### config.mk
export PLATFORM = sky130hd
export DESIGN_NAME = spc_cell
export DESIGN_NICKNAME = d
export VERILOG_FILES = /design/src/rtl/core/spc_pkg.sv /design/src/rtl/core/spc_cell.sv
export SDC_FILE = /design/constraint.sdc
export NUM_CORES = 1
export LEC_CHECK = 0
export BUFFER_PORTS_ARGS = -buffer_cell sky130_fd_sc_hd__buf_2
export CORE_AREA = 5 5 43 45
export DETAILED_ROUTE_END_ITERATION = 8
export DIE_AREA = 0 0 48 50
export MAX_ROUTING_LAYER = met4
export PLACE_DENSITY = 0.84
export SLEW_MARGIN = 25
export SYNTH_ARGS = -nofsm -noshare
export SYNTH_HDL_FRONTEND = slang
export SYNTH_SLANG_ARGS = --single-unit
### constraint.sdc
create_clock -name clock -period 1.2 [get_ports clock]
set_clock_uncertainty 0.1 [all_clocks]
set_input_delay 0.06 -clock clock [delete_from_list [all_inputs] [get_ports clock]]
set_output_delay 0.06 -clock clock [all_outputs]
set_load 0.05 [all_outputs]
### src/rtl/core/spc_pkg.sv
// spc_pkg: shared constants and types of the stack pop-sequence checker
// no dependencies; imported by spc_cell, spc_chain and stack_pop_sequence_checker
package spc_pkg;

   // stack depth in cells; valid range 2 .. 65536
   localparam int STACK_DEPTH = 1024;
   localparam int VALUE_W     = 10;
   localparam int CAP_W       = 11;
   localparam int TOP_W       = $clog2(STACK_DEPTH + 1);
   localparam int CMP_W       = ((TOP_W > CAP_W) ? TOP_W : CAP_W) + 1;
   localparam logic [CAP_W-1:0] CAP_RESET = CAP_W'(1024);

   // shift command broadcast to every cell of the stack chain
   typedef struct packed {
      logic               push;
      logic               pop;
      logic [VALUE_W-1:0] push_value;
   } shift_cmd_type;

   typedef enum logic [2:0] {
      ST_IDLE   = 3'b001,
      ST_PUSH   = 3'b010,
      ST_FINISH = 3'b100
   } state_type;

endpackage

### src/rtl/core/spc_cell.sv
// spc_cell: one stack entry of the shifting stack chain
// depends on spc_pkg (shift command type, value width)
module spc_cell (
   input  logic                         clock,
   input  spc_pkg::shift_cmd_type       cmd,
   input  logic [spc_pkg::VALUE_W-1:0]  prev_value,
   input  logic [spc_pkg::VALUE_W-1:0]  next_value,
   output logic [spc_pkg::VALUE_W-1:0]  value
);
   import spc_pkg::*;

   logic [VALUE_W-1:0] value_ff;

   // push takes the entry above, pop takes the entry below
   always_ff @(posedge clock) begin
      if (cmd.push) begin
         value_ff <= prev_value;
      end else if (cmd.pop) begin
         value_ff <= next_value;
      end
   end

   assign value = value_ff;

endmodule

After elaboration in Yosys (flattened, before gate mapping)
Cells that the tools add are included.
Widths: inputs -> output; s select.
Operators by class
  muxes and demuxes: 2
  reductions and logical operators: 1
Operators by type and width (number)
  $mux 10: 2
  $reduce_bool 2->1: 1
Word-level totals
  flip-flop bits (word level): 10
  input port bits: 33
  output and inout bits: 10

Longest topological paths before layout
  depth in word-level cells: 2
  depth in mapped cells: 2
  depth with buffers taken out: 1

Worst setup path before layout
Ideal clock, no wire load.
  path type: input to register
  from: input port cmd[11] (netlist name)
  to: register value_ff[0], in the netlist value[0] (enable)
  stages on the path: 2
  setup time: 0.341 ns
  arrival: 0.501 ns
  setup slack: 0.259 ns
  buffers on the path: 1
  cells stage by stage: buf_6 > or2_1
On the way
  word-level cells in the longest chain between the ends: 1
RTL lines
  from (decl): line spc_cell.sv:5  | input spc_pkg::shift_cmd_type cmd,
  $reduce_bool 2->1 (no source line)
  to (signal assigned): line spc_cell.sv:17  | value_ff <= prev_value;
  to (signal assigned): line spc_cell.sv:19  | value_ff <= next_value;
  to (decl): line spc_cell.sv:12  | logic [VALUE_W-1:0] value_ff;
Every way passes these cells.
A chain may end at the register's enable or synchronous reset.

Worst setup path after layout
  from: input port next_value[8] (netlist name)
  to: register value_ff[8], in the netlist value[8] (data pin)
On the way
  word-level cells in the longest chain between the ends: 2
RTL lines
  from (decl): line spc_cell.sv:7  | input logic [spc_pkg::VALUE_W-1:0] next_value,
  $mux 10: line spc_cell.sv:18  | end else if (cmd.pop) begin
  $mux 10: line spc_cell.sv:16  | if (cmd.push) begin
Every way passes these cells. The select of a mux whose other input is x is not followed.

==> out/qor.yml <==
outcome: "finished, final reports clean"
synth_top_area_share: 0.647
globalRouteTotalUtil: 0.111
critical_path_arrival_ns: 0.99
met2_wirelength_um: 590
timing.critical_path.to_type: "flop"
tritoncts: "done"
drt.antenna.violating_nets: 0
synthesis.area_um2: 464
fmax_ghz: 0.928
floorplan.die_area_um2: 2400
detailroute.wirelength.met3_um: 102
final.min_clock_period_ns: 1.08
placedInstanceArea_um2: 653
leakage_power_nw: 0.394
first_pass_iteration_count_of_the_detailed_router: 5
num_io_pins: 43
detail_route.wl_per_cell_um: 12.5
cp-start-kind: "primary input"
ctsRootBufferMaster: "sky130_fd_sc_hd__clkbuf_4"
die_height_um: 50
via_count_of_the_first_global_routing_pass: 404
clk_pin_slew_ns: 0.06
clkSinkCount: 10
grt_pass1_wl_mm: 1.75
top_layer_used: "met4"
wl_mm: 1.10
cts-htree-levels: 1
layout_commonest_cell: "sky130_fd_sc_hd__buf_2"
power.density_nw_per_um2: 1170
antenna_found_initial: 0
initial_utilization: 0.323
io_buffers: 32
n_antenna_cell: 0
area_growth_syn_to_layout_pct: 77.9
synthesis.yosys.warnings: 0
multi_input_area_um2: 153
ys_ff_latch: 10
max-slew-margin-rel: 0.791
synth.distinct_cells: 5
cts_resized: 0
clock_path_buffers: 2
synth_top_area_cell: "sky130_fd_sc_hd__edfxtp_1"
worstMarginPinSlew_ns: 0.313
postCtsHoldBufs: 15
synthCells: 22
grt_overflow_total: 0
hold_class: "primary input to flop"
num-fill-cells: 123
largest_register_ff_count: 10
unrepaired_setup_endpoints_after_global_routing: "false"
min_period_over_period: 0.898
final_layout_size_suffix_gt1_frac: 0.639
ff_latch_area_um2: 300
hold_viol_final: 0
cap_violations: 0
power.ir.vdd_worst_v: 0.000345
layout_common_cells: "32 x sky130_fd_sc_hd__buf_2, 15 x sky130_fd_sc_hd__dlygate4sd3_1, 10 x sky130_fd_sc_hd__edfxtp_1, 9 x sky130_fd_sc_hd__mux2_4, 3 x sky130_fd_sc_hd__clkbuf_4"
initialDrtViolationCount: 4
worst_ep_required_time_ns: 1.11
final_standard_cell_area_without_fillers_um2: 826
synthesis.nets: 55
post_drt_via_cell_ratio: 4.24
cts_inserted_buffers: 3
seq_area_frac_synth: 0.647
drc: 0
wl_met1_um: 382
final_net_count: 107
placeableCoreArea_um2: 1440
setup.worst_path.class: "primary input to flop"
netlist_top_cells_area: "sky130_fd_sc_hd__edfxtp_1 65%, sky130_fd_sc_hd__mux2_4 29%, sky130_fd_sc_hd__buf_6 2.4%, sky130_fd_sc_hd__mux2_2 2.4%, sky130_fd_sc_hd__or2_1 1.3%"
postSynthAreaPerCell_um2: 21.1
finalSetupViolCount: 0
place.gp.congestion: 0.623
tns_setup_ns: 0
slew_viol_final: 0
die_w_um: 48
std_cell_rows: 14
grt_start_max_net_pins: 12
via_count: 373
postCtsSetupRepairBufs: 0
critical_path.max_fanout: 1
==> synth_stat cells <==
cell type                  number
sky130_fd_sc_hd__buf_6          1
sky130_fd_sc_hd__edfxtp_1      10
sky130_fd_sc_hd__mux2_2         1
sky130_fd_sc_hd__mux2_4         9
sky130_fd_sc_hd__or2_1          1
==> per-stage QoR <==
step                      hold WS (ns)  power [W]  cells  setup slack [ns]   util
after floorplan                  0.177   0.000641     22             0.259      -
after global routing           0.00282    0.00101     88             0.112  0.575
final                          0.00140   0.000965     88             0.123  0.575
after detailed placement         0.263   0.000720     70             0.120  0.455
after CTS                      0.00149   0.000972     88             0.151  0.575
after global placement           0.262   0.000715     70             0.128  0.455
==> routing by layer <==
layer	vias up	global-route usage
li1	185	-
met1	164	0.126
met2	22	0.172
met3	2	0.0109
met4	0	0.0807
met5	-	-
==> power by group <==
group          switching, W  leakage (nW)  internal [W]  total (W)
Combinational      0.000185         0.278      0.000126   0.000311
Sequential       0.00000713         0.102      0.000429   0.000436
Clock              0.000103        0.0138      0.000115   0.000218
Total              0.000295         0.394      0.000670   0.000965
==> path summary, 6_finish.rpt <==
kind / start / to / slack, ns / cells after the start
setup / recovery: next_value[8] / value[8] / 0.12 / 3
hold / removal: prev_value[7] / value[7] / 0.001 / 2
==> critical path: stages <==
cell,delay [ns]
sky130_fd_sc_hd__dlygate4sd3_1,0.55
sky130_fd_sc_hd__buf_2,0.13
sky130_fd_sc_hd__mux2_4,0.25
==> kinds of logic after synthesis <==
| family | after synthesis | synth area share |
|---|---|---|
| buf+inv | 1 | 0.0243 |
| flops | 10 | 0.647 |
| simple gates | 1 | 0.0135 |
| mux | 10 | 0.315 |
==> final cells by class <==
| class | count | share of cell area |
|---|---|---|
| Sequential cell | 10 | 0.364 |
| Timing Repair Buffer | 48 | 0.400 |
| Tap cell | 16 | 0.0242 |
| Multi-Input combinational cell | 11 | 0.185 |
| Clock buffer | 3 | 0.0273 |
No activity file was read; power rests on OpenSTA's default activity.
